--- src/rtl/c8_pkg.sv ---
// shared types, codes and constants of the chip-8 core
package c8_pkg;

	localparam int unsigned MEM_BYTES  = 4096;
	localparam int unsigned MEM_AW     = $clog2(MEM_BYTES);
	localparam int unsigned FB_BYTES   = 256;
	localparam int unsigned FB_AW      = $clog2(FB_BYTES);
	localparam int unsigned NUM_V      = 16;
	localparam int unsigned V_AW       = $clog2(NUM_V);
	localparam int unsigned FONT_BYTES = 80;
	localparam int unsigned FONT_AW    = $clog2(FONT_BYTES);

	localparam logic [11:0] PC_START   = 12'h200;
	localparam logic [15:0] LFSR_SEED  = 16'hACE1;
	localparam logic [15:0] LFSR_TAPS  = 16'hB400;

	localparam logic [15:0] OPC_CLS    = 16'h00E0;
	localparam logic [15:0] OPC_RET    = 16'h00EE;
	localparam logic [7:0]  KK_SKP     = 8'h9E;
	localparam logic [7:0]  KK_SKNP    = 8'hA1;
	localparam logic [7:0]  KK_LD_DT   = 8'h07;
	localparam logic [7:0]  KK_WAIT    = 8'h0A;
	localparam logic [7:0]  KK_SET_DT  = 8'h15;
	localparam logic [7:0]  KK_SET_ST  = 8'h18;
	localparam logic [7:0]  KK_ADD_I   = 8'h1E;
	localparam logic [7:0]  KK_FONT    = 8'h29;
	localparam logic [7:0]  KK_BCD     = 8'h33;
	localparam logic [7:0]  KK_STORE   = 8'h55;
	localparam logic [7:0]  KK_LOAD    = 8'h65;

	localparam logic [7:0] FONT_ROM [FONT_BYTES] = '{
		8'hF0, 8'h90, 8'h90, 8'h90, 8'hF0, 8'h20, 8'h60, 8'h20, 8'h20, 8'h70,
		8'hF0, 8'h10, 8'hF0, 8'h80, 8'hF0, 8'hF0, 8'h10, 8'hF0, 8'h10, 8'hF0,
		8'h90, 8'h90, 8'hF0, 8'h10, 8'h10, 8'hF0, 8'h80, 8'hF0, 8'h10, 8'hF0,
		8'hF0, 8'h80, 8'hF0, 8'h90, 8'hF0, 8'hF0, 8'h10, 8'h20, 8'h40, 8'h40,
		8'hF0, 8'h90, 8'hF0, 8'h90, 8'hF0, 8'hF0, 8'h90, 8'hF0, 8'h10, 8'hF0,
		8'hF0, 8'h90, 8'hF0, 8'h90, 8'h90, 8'hE0, 8'h90, 8'hE0, 8'h90, 8'hE0,
		8'hF0, 8'h80, 8'h80, 8'h80, 8'hF0, 8'hE0, 8'h90, 8'h90, 8'h90, 8'hE0,
		8'hF0, 8'h80, 8'hF0, 8'h80, 8'hF0, 8'hF0, 8'h80, 8'hF0, 8'h80, 8'h80
	};

	typedef enum logic [1:0] {
		CMD_EXEC      = 2'd0,
		CMD_TICK      = 2'd1,
		CMD_MEM_WRITE = 2'd2,
		CMD_FB_READ   = 2'd3
	} cmd_t;

	typedef enum logic [4:0] {
		OP_NONE,
		OP_INIT,
		OP_ACCEPT,
		OP_TICK,
		OP_MEM_WRITE,
		OP_FB_READ,
		OP_FB_CAPTURE,
		OP_FETCH_HI,
		OP_FETCH_LO,
		OP_READ_X,
		OP_READ_Y,
		OP_CAP_Y,
		OP_EXEC,
		OP_FLAG,
		OP_CLS,
		OP_BCD,
		OP_ST_RD,
		OP_ST_WR,
		OP_LD_RD,
		OP_LD_WR,
		OP_SPR_MEM,
		OP_SPR_RD1,
		OP_SPR_WR1,
		OP_SPR_RD2,
		OP_SPR_WR2,
		OP_RESULT
	} dp_op_t;

	typedef enum logic [2:0] {
		SEQ_DONE,
		SEQ_FLAG,
		SEQ_CLS,
		SEQ_BCD,
		SEQ_STORE,
		SEQ_LOAD,
		SEQ_SPRITE
	} seq_t;

	typedef struct packed {
		logic init_last;
		cmd_t cmd;
		seq_t seq;
		logic cnt_last;
	} dp_stat_t;

	function automatic logic [7:0] font_byte(input logic [MEM_AW-1:0] addr);
		logic [FONT_AW-1:0] idx;
		idx = addr[FONT_AW-1:0];
		return (addr < MEM_AW'(FONT_BYTES)) ? FONT_ROM[idx] : 8'h00;
	endfunction

endpackage

--- src/rtl/c8_ctrl.sv ---
// control state machine of the chip-8 core
module c8_ctrl (
	input  logic             clk,
	input  logic             arst_n,
	input  logic             in_valid,
	output logic             in_ready,
	output logic             out_valid,
	input  logic             out_ready,
	input  c8_pkg::dp_stat_t stat,
	output c8_pkg::dp_op_t   op
);
	typedef enum logic [4:0] {
		ST_INIT, ST_IDLE, ST_DISP, ST_TICK, ST_MWR, ST_FRD, ST_FCAP,
		ST_FHI, ST_FLO, ST_RDX, ST_RDY, ST_CAPY, ST_EXEC, ST_FLAG, ST_CLS,
		ST_BCD, ST_STR, ST_STW, ST_LDR, ST_LDW,
		ST_SMEM, ST_SRD1, ST_SWR1, ST_SRD2, ST_SWR2, ST_DONE
	} state_t;

	state_t state_q, state_d;
	logic   out_valid_q;

	assign in_ready  = (state_q == ST_IDLE);
	assign out_valid = out_valid_q;

	always_comb begin
		state_d = state_q;
		op      = c8_pkg::OP_NONE;
		case (state_q)
			ST_INIT: begin
				op = c8_pkg::OP_INIT;
				if (stat.init_last) state_d = ST_IDLE;
			end
			ST_IDLE: begin
				if (in_valid) begin
					op      = c8_pkg::OP_ACCEPT;
					state_d = ST_DISP;
				end
			end
			ST_DISP: begin
				case (stat.cmd)
					c8_pkg::CMD_EXEC:      state_d = ST_FHI;
					c8_pkg::CMD_TICK:      state_d = ST_TICK;
					c8_pkg::CMD_MEM_WRITE: state_d = ST_MWR;
					default:               state_d = ST_FRD;
				endcase
			end
			ST_TICK: begin
				op      = c8_pkg::OP_TICK;
				state_d = ST_DONE;
			end
			ST_MWR: begin
				op      = c8_pkg::OP_MEM_WRITE;
				state_d = ST_DONE;
			end
			ST_FRD: begin
				op      = c8_pkg::OP_FB_READ;
				state_d = ST_FCAP;
			end
			ST_FCAP: begin
				op      = c8_pkg::OP_FB_CAPTURE;
				state_d = ST_DONE;
			end
			ST_FHI: begin
				op      = c8_pkg::OP_FETCH_HI;
				state_d = ST_FLO;
			end
			ST_FLO: begin
				op      = c8_pkg::OP_FETCH_LO;
				state_d = ST_RDX;
			end
			ST_RDX: begin
				op      = c8_pkg::OP_READ_X;
				state_d = ST_RDY;
			end
			ST_RDY: begin
				op      = c8_pkg::OP_READ_Y;
				state_d = ST_CAPY;
			end
			ST_CAPY: begin
				op      = c8_pkg::OP_CAP_Y;
				state_d = ST_EXEC;
			end
			ST_EXEC: begin
				op = c8_pkg::OP_EXEC;
				case (stat.seq)
					c8_pkg::SEQ_FLAG:   state_d = ST_FLAG;
					c8_pkg::SEQ_CLS:    state_d = ST_CLS;
					c8_pkg::SEQ_BCD:    state_d = ST_BCD;
					c8_pkg::SEQ_STORE:  state_d = ST_STR;
					c8_pkg::SEQ_LOAD:   state_d = ST_LDR;
					c8_pkg::SEQ_SPRITE: state_d = ST_SMEM;
					default:            state_d = ST_DONE;
				endcase
			end
			ST_FLAG: begin
				op      = c8_pkg::OP_FLAG;
				state_d = ST_DONE;
			end
			ST_CLS: begin
				op = c8_pkg::OP_CLS;
				if (stat.cnt_last) state_d = ST_DONE;
			end
			ST_BCD: begin
				op = c8_pkg::OP_BCD;
				if (stat.cnt_last) state_d = ST_DONE;
			end
			ST_STR: begin
				op      = c8_pkg::OP_ST_RD;
				state_d = ST_STW;
			end
			ST_STW: begin
				op      = c8_pkg::OP_ST_WR;
				state_d = stat.cnt_last ? ST_DONE : ST_STR;
			end
			ST_LDR: begin
				op      = c8_pkg::OP_LD_RD;
				state_d = ST_LDW;
			end
			ST_LDW: begin
				op      = c8_pkg::OP_LD_WR;
				state_d = stat.cnt_last ? ST_DONE : ST_LDR;
			end
			ST_SMEM: begin
				op      = c8_pkg::OP_SPR_MEM;
				state_d = ST_SRD1;
			end
			ST_SRD1: begin
				op      = c8_pkg::OP_SPR_RD1;
				state_d = ST_SWR1;
			end
			ST_SWR1: begin
				op      = c8_pkg::OP_SPR_WR1;
				state_d = ST_SRD2;
			end
			ST_SRD2: begin
				op      = c8_pkg::OP_SPR_RD2;
				state_d = ST_SWR2;
			end
			ST_SWR2: begin
				op      = c8_pkg::OP_SPR_WR2;
				state_d = stat.cnt_last ? ST_FLAG : ST_SMEM;
			end
			ST_DONE: begin
				if (!out_valid_q || out_ready) begin
					op      = c8_pkg::OP_RESULT;
					state_d = ST_IDLE;
				end
			end
			default: begin
				state_d = ST_INIT;
			end
		endcase
	end

	always_ff @(posedge clk or negedge arst_n) begin
		if (!arst_n) begin
			state_q     <= ST_INIT;
			out_valid_q <= 1'b0;
		end else begin
			state_q <= state_d;
			if (op == c8_pkg::OP_RESULT) begin
				out_valid_q <= 1'b1;
			end else if (out_ready) begin
				out_valid_q <= 1'b0;
			end
		end
	end
endmodule

--- config.mk ---
export PLATFORM = sky130hd
export DESIGN_NAME = c8_ctrl
export DESIGN_NICKNAME = d
export VERILOG_FILES = /design/src/rtl/c8_pkg.sv /design/src/rtl/c8_ctrl.sv
export SDC_FILE = /design/constraint.sdc
export NUM_CORES = 1
export LEC_CHECK = 0
export ABC_AREA = 1
export BUFFER_PORTS_ARGS = -buffer_cell sky130_fd_sc_hd__buf_2
export CAP_MARGIN = 30
export CORE_MARGIN = 3
export CORE_UTILIZATION = 57
export DETAILED_ROUTE_END_ITERATION = 10
export GPL_ROUTABILITY_DRIVEN = 0
export PLACE_DENSITY = 0.83
export SYNTH_ARGS = -nofsm -noshare
export SYNTH_HDL_FRONTEND = slang
export SYNTH_SLANG_ARGS = --single-unit
--- constraint.sdc ---
create_clock -name clk -period 4.05 [get_ports clk]
set_input_delay 0.405 -clock clk [delete_from_list [all_inputs] [get_ports clk]]
set_output_delay 0.405 -clock clk [all_outputs]
set_load 0.03 [all_outputs]
* Word-level counts from Yosys, hierarchy flattened
Cells that the tools add are included.
** Storage, ports and cells
- Register bits after elaboration :: 6
- Input port bits :: 11
- Output and inout port bits :: 7
- Word-level logic and storage cells :: 63
** Operators by class
- Equal/unequal tests :: 38
- Mux-type cells :: 15
- Reduce and logical (&&, ||, !) cells :: 8
** Operators with widths (count)
- $pmux 5 s25 :: 1
- $pmux 5 s22 :: 1
- $eq 5x5->1 const B :: 11
- $eq 5x4->1 const B :: 8
- $mux 5 :: 6
- $pmux 5 s6 :: 1
- $eq 5x3->1 const B :: 4
- $eq 5x2->1 const B :: 2
- $eq 3x3->1 const B :: 3
- $pmux 3 s3 :: 1
- $mux 4 :: 2
- $eq 3x2->1 const B :: 2
- $ne 2x2->1 const B :: 3
- $eq 5x1->1 const B :: 1
- $logic_not 5->1 :: 1
- $reduce_and 4->1 :: 1
- $reduce_or 4->1 :: 1
- $eq 3x1->1 const B :: 1
- $eq 2x1->1 const B :: 1
- $eq 2x2->1 const B :: 1
- $logic_not 2->1 :: 1
- $mux 1 :: 2
- $mux 2 :: 1
- $ne 2x1->1 const B :: 1
- other kinds (4) :: 4

* Logic depth before layout (Yosys ltp)
Gate-level depths: netlist of run 1.
- Word-level depth :: 6
- Depth in mapped cells :: 11
- Gate-level depth less buffers :: 10

* Worst setup path before layout of run 1
OpenSTA, ideal clock, no wires.
- Path type :: register to output
- Start :: register state_q[1]
- End :: output op[0]
- Arrival time :: 1.464 ns
- Data required time :: 3.645 ns
- Slack :: 2.181 ns
- Stages on the path, launching flop included :: 7
- Path buffers :: 1
- Path through :: dfrtp_1 > buf_4 > inv_1 > nand3_1 > nor2_1 > inv_1 > o2111ai_1
** Between the ends
- Cells in the longest elaborated chain, start to end :: 2
- Elaborated cells between the ends (all ways) :: 26
** RTL lines
- start, declared :: line c8_ctrl.sv:19 : state_t state_q, state_d;
- start signal, assigned :: line c8_ctrl.sv:160 : state_q <= state_d;
- $eq 5x5->1, or another cell as far along :: line c8_ctrl.sv:28 : case (state_q)
- $pmux 5 s25 * :: line c8_ctrl.sv:28
- end, declared :: line c8_ctrl.sv:10 : output c8_pkg::dp_op_t op
Every way passes the cells marked *; elsewhere a longest branch is shown, timed or not.

* Final worst setup path of run 1
- Start :: register state_q[4]
- End :: output op[1]
Same word-level chain as after synthesis.

==> flow_summary.json, run 1 <==
{
  "grt_pass1_vias": 896,
  "ioPinCount": 18,
  "path_class": "reg -> out",
  "hpwl_um": 1900,
  "grt_overflow_total": 0,
  "cts_tree": "built",
  "wl_per_cell_um": 13.1,
  "finalPower_uw": 706,
  "vdd_drop_max_v": 0.000447,
  "synth_nets": 166,
  "start_kind": "register",
  "cts_made_buffers": 3,
  "place_inst": 183,
  "core_um2": 1330,
  "drive_above_1_share_pct": 20.3,
  "fillers": 121,
  "fin_cells": 187,
  "hold_viol": 0,
  "reg2reg_to": "state_q[0]",
  "rsz0062_at_grt": "false",
  "cp-endpoint": "op[1]",
  "max_slew_margin_pct": 70.6,
  "cp.required_ns": 3.64,
  "ys_seq_elements": 6,
  "clock-sinks": 6,
  "clkLatencyLatePin_ns": 0.25,
  "arrival_ns": 1.86,
  "cts-root-buf": "clkbuf_4",
  "synthCells": 155,
  "rows": 13,
  "synth_ff_type": "dfrtp_1",
  "cts.clk_slew.worst_paths_ns": 0.04,
  "ys_top_cells_by_area": "dfrtp_1 18%, nand2_1 18%, nor2_1 13%",
  "p_leak_uw": 0.000554,
  "initial_core_util_pct": 62.8,
  "cap_violations": 0,
  "cts_setup_buffers": 0,
  "dr_total_vias": 1086,
  "fin_crit_ns": 2.26,
  "status": "complete, no violations",
  "finalClockSkew_ns": 0.000814,
  "ys_warn_count": 0,
  "tns_ns": 0,
  "synth-seq-area-share_pct": 17.9,
  "yosysMostFrequentCell": "nand2_1",
  "setup_viol": 0,
  "numPortBuffers": 17,
  "dieHeight_um": 44.3,
  "worst_pin_slew_ns": 0.441,
  "firstDrtPassIters": 7,
  "final_max_slew_viol_count": 0,
  "antenna_found_initial": 0,
  "dr.first_iter.drc_count": 97,
  "fin_crit_sh_pct": 55.9,
  "crit_start": "state_q[4]",
  "fmax_mhz": 442,
  "hold_path.class": "in -> reg",
  "ctsHtreeMaxLevel": 1,
  "synth.largest_area_cell": "dfrtp_1",
  "rrSetupSlack_ns": 2.28,
  "r2r.worst_path.cells": 9,
  "viasPerCell": 5.81,
  "grt_start_max_net_pins": 15,
  "syn_area_per_cell_um2": 5.40,
  "num_antenna_cells": 0,
  "cts_max_path_buffers": 2,
  "drt-total-wl_um": 2450,
  "layout.nets": 185,
  "die_w_um": 44.3,
  "p_per_area_nw_per_um2": 745,
  "grt_pass1_wl_um": 3930,
  "synthArstFlopShare_pct": 100,
  "die-area_um2": 1960,
  "synth_common_cells": "40 x nand2_1, 29 x nor2_1, 19 x nand3_1",
  "regToRegStartpoint": "state_q[4]",
  "synth.distinct_cells": 21,
  "synth_edf_count": 0,
  "postRouteAntennaNets": 0,
  "final_core_util_pct": 71.0,
  "synth_area_um2": 837,
  "yosysTopAreaCellShare_pct": 17.9,
  "grtUsageTotal_pct": 26.9,
  "drcViolationCount": 0,
  "crit_fanout": 14,
  "critPathCaptureType": "primary output",
  "areaGrowthSynthToFinish_pct": 13.2
}
critical path, stage by stage (launching register included):
cell and delay [ns]:
dfrtp_1 0.60, inv_2 0.19, nor3_1 0.26, nand2_1 0.11, nand2_1 0.07, o21ai_0 0.10, nand2_1 0.09, buf_2 0.19
cell families (layout without fill, tap and decap cells):
logic type,after synthesis,in the layout,synth area share [%]
AO/OA/AOI/OAI,19,19,12.9
buffers and inverters,26,43,13.0
flip-flops,6,6,17.9
AND/OR/NAND/NOR,104,104,56.2
area by class of cell:
type                            instances  area [um2]  area share, %
Multi-Input combinational cell        123         578           61.0
Clock buffer                            3        22.5           2.38
Tap cell                               15        18.8           1.98
Sequential cell                         6         150           15.9
Inverter                               22        82.6           8.72
Timing Repair Buffer                   18        95.1           10.0
worst min-delay path by stage:
stage               from   endpoint  slack, ns  cells past startpoint
2_1_floorplan     arst_n  out_valid       0.11                      0
3_3_place_gp      arst_n  out_valid       0.23                      1
3_5_place_dp      arst_n  out_valid       0.24                      1
4_1_cts        out_ready  out_valid       0.37                      2
5_1_grt        out_ready  out_valid       0.39                      2
6_report       out_ready  out_valid       0.37                      2
layout by cell type (no fill, tap or decap):
cell | Yosys | routed
a31oi_1 | 1 | 1
nor2_2 | 3 | 3
o21ai_1 | 2 | 2
inv_2 | 7 | 7
buf_2 | 0 | 17
nor3_1 | 3 | 3
o21ai_0 | 9 | 9
clkbuf_4 | 0 | 3
nand2_1 | 40 | 40
nor2_1 | 29 | 29
nand3_1 | 19 | 19
dlygate4sd3_1 | 0 | 1
o2111ai_1 | 2 | 2
o21a_1 | 1 | 1
nand4_1 | 5 | 5
a21oi_1 | 3 | 3
nand2_2 | 2 | 2
inv_1 | 15 | 15
nor2_4 | 2 | 2
o22ai_1 | 1 | 1
dfrtp_1 | 6 | 6
nor3_4 | 1 | 1
sequential cells by signal, indices dropped and copies added (netlist names):
| register | cells |
|---|---|
| out_valid | 1 |
| state_q | 5 |
through the flow:
stage	worst slack, ns	cell area (um2)	hold WS (ns)
6_report	1.79	947	0.375
5_1_grt	1.59	947	0.388
4_1_cts	1.82	947	0.371
3_5_place_dp	2.08	915	0.237
3_3_place_gp	2.11	915	0.230
2_1_floorplan	2.18	837	0.109
where the power goes:
part	leakage [uW]	total, uW	internal, uW	switching (uW)
sequential	0.0000778	146	83.4	62.3
clock	0.0000138	55.8	33.6	22.2
combinational	0.000463	505	151	354
total	0.000554	706	268	438
what timing repair did:
| item | 4_1_cts | 5_1_grt |
|---|---|---|
| endpoints found under the hold margin | 6 | 0 |
| hold buffers | 1 | 0 |
| resized for setup | 0 | 0 |
| setup endpoints to repair | 0 | 0 |
metal layers:
| layer | share of wire, % | routed length, um | global-route usage (%) | vias up |
|---|---|---|---|---|
| li1 | - | - | - | 541 |
| met1 | 41 | 1010 | 36.9 | 460 |
| met2 | 46 | 1120 | 42.4 | 79 |
| met3 | 12 | 298 | 7.32 | 6 |
| met4 | 1.1 | 26 | 5.42 | 0 |
| met5 | 0 | 0 | 0 | - |
Power figures use the tool's default switching activity.
==> run 2, diff against run 1 <==
--- a/config.mk
+++ b/config.mk
@@ -5,14 +5,14 @@
 export SDC_FILE = /design/constraint.sdc
 export NUM_CORES = 1
 export LEC_CHECK = 0
-export ABC_AREA = 1
+export ABC_AREA = 0
 export BUFFER_PORTS_ARGS = -buffer_cell sky130_fd_sc_hd__buf_2
 export CAP_MARGIN = 30
 export CORE_MARGIN = 3
-export CORE_UTILIZATION = 57
+export CORE_UTILIZATION = 52
 export DETAILED_ROUTE_END_ITERATION = 10
 export GPL_ROUTABILITY_DRIVEN = 0
-export PLACE_DENSITY = 0.83
+export PLACE_DENSITY = 0.78
 export SYNTH_ARGS = -nofsm -noshare
 export SYNTH_HDL_FRONTEND = slang
 export SYNTH_SLANG_ARGS = --single-unit
==> constraint.sdc (replaced) <==
create_clock -name clk -period 2.2 [get_ports clk]
set_input_delay 0.22 -clock clk [delete_from_list [all_inputs] [get_ports clk]]
set_output_delay 0.22 -clock clk [all_outputs]
set_load 0.03 [all_outputs]
==> flow_summary.json, run 2 <==
{
  "largest_reg_flops": 5,
  "finalClockSkew_ns": 0.00511,
  "yosysMostFrequentCell": "nand2_1",
  "p_leak_uw": 0.000410,
  "cp_top_family": "simple AND/OR/NAND/NOR gates",
  "arrival_ns": 1.83,
  "clock-sinks": 6,
  "initial_core_util_pct": 57.2,
  "synth_top_family_by_area": "simple AND/OR/NAND/NOR gates",
  "synth.largest_area_cell": "dfrtp_1",
  "layout.nets": 142,
  "tns_ns": 0,
  "wl_per_cell_um": 14.7,
  "viasPerCell": 6.33,
  "firstDrtPassIters": 5,
  "slowest_stage": "or4_4",
  "reg2reg_to": "state_q[4]",
  "r2r.worst_path.cells": 5,
  "whs_ns": 0.337,
  "yosysTopAreaCellShare_pct": 19.7,
  "synth_area_um2": 763,
  "cts-root-buf": "clkbuf_4",
  "crit_fanout": 17,
  "grt_pass1_wl_um": 3500,
  "grtUsageTotal_pct": 23.6,
  "cp.required_ns": 1.98,
  "synth-seq-area-share_pct": 19.7,
  "cts_max_path_buffers": 2,
  "numPortBuffers": 17,
  "fin_crit_sh_pct": 93.1,
  "cts_resized": 0,
  "drcViolationCount": 0,
  "die_w_um": 44.3,
  "start_kind": "register",
  "synthMuxAreaShare_pct": 2.62,
  "fin_crit_ns": 2.05,
  "synth_edf_count": 0,
  "status": "complete, no violations",
  "crit_start": "state_q[2]",
  "grt_start_max_net_pins": 25,
  "hpwl_um": 1600,
  "p_per_area_nw_per_um2": 1660,
  "dieHeight_um": 44.3,
  "synth_compound_area_share_pct": 34.1,
  "cts_setup_buffers": 0,
  "critPathCaptureType": "primary output",
  "core_um2": 1330,
  "die-area_um2": 1960,
  "ioPinCount": 18,
  "rows": 13,
  "synth_nets": 124,
  "most-common-layout-cells": "17 x buf_2, 13 x nand2_1, 11 x nor2_1, 8 x nor2b_1, 8 x o21ai_0",
  "synth_common_cells": "13 x nand2_1, 11 x nor2_1, 8 x nor2b_1, 8 x o21ai_0",
  "synth_fa_ha_area_share_pct": 0,
  "antenna_found_initial": 0,
  "cts_tree": "built",
  "grt_overflow_total": 0,
  "vdd_drop_max_v": 0.000649,
  "ys_top_cells_by_area": "dfrtp_1 20%, nor2b_1 6.6%, nand2_1 6.4%",
  "synthArstFlopShare_pct": 100,
  "regToRegStartpoint": "state_q[2]",
  "max_slew_margin_pct": 54.4,
  "syn_area_per_cell_um2": 6.75,
  "num_antenna_cells": 0,
  "cts.clk_slew.worst_paths_ns": 0.05,
  "rrSetupSlack_ns": 0.27,
  "clkLatencyLatePin_ns": 0.25,
  "setup_viol": 0,
  "cp-endpoint": "op[0]",
  "ys_seq_elements": 6,
  "hold_viol": 0,
  "cap_violations": 0,
  "rsz0062_at_grt": "false",
  "crit_cells": 4,
  "hold_path.class": "in -> reg",
  "synth_xor_area_share_pct": 0,
  "place_ws_ns": 0.319,
  "dr_total_vias": 911,
  "path_class": "reg -> out",
  "place_inst": 140,
  "postRouteAntennaNets": 0,
  "crit_chain": "or4_4, o211ai_1, o21ai_0, buf_2",
  "drive_above_1_share_pct": 21.7,
  "final_max_slew_viol_count": 0,
  "grt_pass1_vias": 840,
  "synth.distinct_cells": 37,
  "areaGrowthSynthToFinish_pct": 16.7,
  "ys_warn_count": 0,
  "synth-simple-area-share_pct": 35.6,
  "cts_made_buffers": 3,
  "crit_buf_inv": 1,
  "synthCells": 113,
  "dr.first_iter.drc_count": 55,
  "fmax_mhz": 488,
  "setup_ws_ns": 0.152,
  "synth_ff_type": "dfrtp_1",
  "drt-total-wl_um": 2120,
  "fin_cells": 144,
  "worst_pin_slew_ns": 0.684,
  "slowest_delay_ns": 0.60,
  "regMostFlops": "state_q",
  "ctsHtreeMaxLevel": 1,
  "layout_commonest_cell": "buf_2"
}
## run 2: cell count changes after synthesis, sizes merged, moves of 3 or more
cell,previous run,this run
a21oi,3,6
a22oi,0,3
buf,3,7
inv,22,4
nand2,42,13
nand2b,0,5
nand3,19,3
nor2,34,11
nor2b,0,8
o21ai,11,8
## run 2: layout make-up
cell class	count	area, um2
repair buffers	23	133
clock buffers	3	22.5
well taps	15	18.8
flip-flops and latches	6	150
inverters	4	15.0
fillers	134	443
multi-input cells	93	552
## run 2: how the worst min path moves through the flow
stage | start | endpoint | slack [ns] | cells past startpoint
3_5_place_dp | arst_n | out_valid | 0.05 | 1
4_1_cts | arst_n | state_q[1] | 0.33 | 2
5_1_grt | arst_n | state_q[1] | 0.36 | 2
2_1_floorplan | arst_n | out_valid | -0.08 | 0
6_report | stat[3] | state_q[3] | 0.34 | 4
3_3_place_gp | arst_n | out_valid | 0.04 | 1
## run 2: kinds of logic after synthesis
kind of cell | count (synthesis)
buf+inv | 14
compound gates | 38
mux | 2
flops | 6
simple gates | 53
## run 2: where the power goes
| group | leakage, uW | internal (uW) | switching, uW |
|---|---|---|---|
| sequential | 0.0000754 | 164 | 142 |
| clock | 0.0000138 | 61.7 | 39.9 |
| combinational | 0.000320 | 428 | 640 |
| total | 0.000410 | 653 | 822 |
## run 2: what timing repair did
item                                    CTS  global route
hold buffers                              1             0
endpoints found under the setup margin    0             0
hold endpoints to repair                  6             0
## run 2: per-stage QoR
step	power (uW)	area, um2	utilization, %
after global routing	1600	891	66.8
after detailed placement	1350	858	64.4
after global placement	1330	858	64.4
final	1470	891	66.8
after floorplan	1100	763	-
after CTS	1460	891	66.8
## run 2: metal layers
metal | routed length, um | track usage (%) | share of wire (%)
met1 | 880 | 29.7 | 41
met2 | 1050 | 39.8 | 50
met3 | 155 | 2.03 | 7.3
met4 | 32 | 12.0 | 1.5
met5 | 0 | 0 | 0
## run 2: tightest hold or removal path: cells and delay by family
family	cells	cell delay, ns
AND/OR/NAND/NOR	2	0.13
buffers and inverters	1	0.12
AO/OA/AOI/OAI	1	0.06
==> run 3, diff against run 2 <==
==> config.mk (replaced) <==
export PLATFORM = sky130hd
export DESIGN_NAME = c8_ctrl
export DESIGN_NICKNAME = d
export VERILOG_FILES = /design/src/rtl/c8_pkg.sv /design/src/rtl/c8_ctrl.sv
export SDC_FILE = /design/constraint.sdc
export NUM_CORES = 1
export LEC_CHECK = 0
export ABC_AREA = 0
export CAP_MARGIN = 30
export CORE_AREA = 3 3 40 42
export DETAILED_ROUTE_END_ITERATION = 10
export DIE_AREA = 0 0 43 45
export DONT_BUFFER_PORTS = 1
export GPL_ROUTABILITY_DRIVEN = 0
export PLACE_DENSITY = 0.73
export SYNTH_ARGS = -nofsm -noshare
export SYNTH_HDL_FRONTEND = slang
export SYNTH_SLANG_ARGS = --single-unit
==> flow_summary.json, run 3 (same netlist as run 2, synthesis figures left out) <==
{
  "status": "complete, no violations",
  "setup_viol": 0,
  "place_inst": 127,
  "ioPinCount": 18,
  "cts.clk_slew.worst_paths_ns": 0.05,
  "worst_pin_slew_ns": 0.644,
  "core_um2": 1280,
  "cap_violations": 0,
  "start_kind": "register",
  "hp-start": "stat[3]",
  "grt_pass1_wl_um": 3470,
  "layout.nets": 129,
  "slowest_delay_ns": 0.62,
  "clkLatencyLatePin_ns": 0.26,
  "fillers": 122,
  "finalClockSkew_ns": 0.00672,
  "final_max_slew_viol_count": 0,
  "hold_buffers": 1,
  "cts_resized": 0,
  "place_area_um2": 803,
  "drt-total-wl_um": 2170,
  "grt_start_max_net_pins": 21,
  "postRouteAntennaNets": 0,
  "finalPower_uw": 1500,
  "crit_chain": "nor2b_1, a31oi_1, nor2_1, a2111oi_0, o21ai_0",
  "dr.first_iter.drc_count": 41,
  "arrival_ns": 2.09,
  "p_leak_uw": 0.000357,
  "fin_cells": 131,
  "regToRegStartpoint": "state_q[4]",
  "cts_setup_buffers": 0,
  "die_w_um": 43,
  "cp.required_ns": 2.30,
  "firstDrtPassIters": 4,
  "die-area_um2": 1940,
  "clock-sinks": 6,
  "dr.max_layer_used": "met4",
  "wl_per_cell_um": 16.5,
  "critPathCaptureType": "register",
  "crit_start": "state_q[4]",
  "regMostFlops": "state_q",
  "drive_above_1_share_pct": 12.9,
  "num_antenna_cells": 0,
  "max_slew_margin_pct": 55.9,
  "vdd_drop_max_v": 0.000778,
  "fmax_mhz": 504,
  "wl_met2_um": 991,
  "layout_commonest_cell": "nand2_1",
  "fin_crit_ns": 1.98,
  "whs_ns": 0.215,
  "crit_buf_inv": 0,
  "path_class": "reg -> reg",
  "numPortBuffers": 0,
  "tns_ns": 0,
  "slowest_stage": "a2111oi_0",
  "fin_crit_sh_pct": 90.2,
  "hpwl_um": 1600,
  "initial_core_util_pct": 59.4,
  "areaGrowthSynthToFinish_pct": 9.51,
  "dieHeight_um": 45,
  "grtUsageTotal_pct": 23.5,
  "hold_path.class": "in -> reg",
  "p_per_area_nw_per_um2": 1800,
  "post-route-cell-area_um2": 836,
  "most-common-layout-cells": "13 x nand2_1, 11 x nor2_1, 9 x buf_4, 8 x nor2b_1, 8 x o21ai_0",
  "grt_pass1_vias": 786,
  "ctsHtreeMaxLevel": 1,
  "cts_tree": "built",
  "wl_met1_um": 827,
  "hold_viol": 0,
  "cp_top_family": "compound AO/OA/AOI/OAI gates",
  "drcViolationCount": 0,
  "crit_fanout": 11,
  "antenna_found_initial": 0,
  "largest_reg_flops": 5,
  "wl_met3_um": 238,
  "rows": 13,
  "grt_overflow_total": 0,
  "cts_made_buffers": 3,
  "dr_total_vias": 899,
  "rsz0062_at_grt": "false",
  "viasPerCell": 6.86,
  "cts-root-buf": "clkbuf_4",
  "cts_max_path_buffers": 2
}
## run 3: cell type report
class / count / area [um2] / area share [%]
clock buffer: 3 / 22.5 / 2.69
inverter: 4 / 15.0 / 1.80
multi-input combinational: 93 / 552 / 66.0
sequential: 6 / 150 / 18.0
tap: 15 / 18.8 / 2.25
timing repair buffer: 10 / 77.6 / 9.28
## run 3: path summary, 6_finish.rpt
path | endpoint | slack (ns) | depth (start not counted)
hold / removal | state_q[3] | 0.22 | 3
hold reg to reg | state_q[3] | 0.83 | 3
setup reg to reg | state_q[4] | 0.22 | 5
setup / recovery | state_q[4] | 0.22 | 5
max in group asynchronous | state_q[4] | 1.68 | 1
min in group asynchronous | out_valid | 0.28 | 1
## run 3: routing by layer
metal  GRT usage (%)  vias to the layer above
met2            36.2                       72
met4            15.7                        0
met3            3.19                       18
met5               0                        -
li1                -                      422
met1            30.9                      387
## run 3: per-stage QoR
step / worst slack, ns / util [%]
2_1_floorplan: 0.0259 / -
6_report: 0.216 / 65.0
3_3_place_gp: 0.389 / 62.5
3_5_place_dp: 0.390 / 62.5
5_1_grt: 0.110 / 65.0
4_1_cts: 0.277 / 65.0
## run 3: where the power goes
part / internal, uW / switching (uW)
Sequential: 164 / 121
Clock: 62.1 / 45.5
Combinational: 436 / 676
## run 3: tightest hold or removal path: stages
cell	delay [ns]
nand2_1	0.04
a211oi_1	0.06
nand4_1	0.10
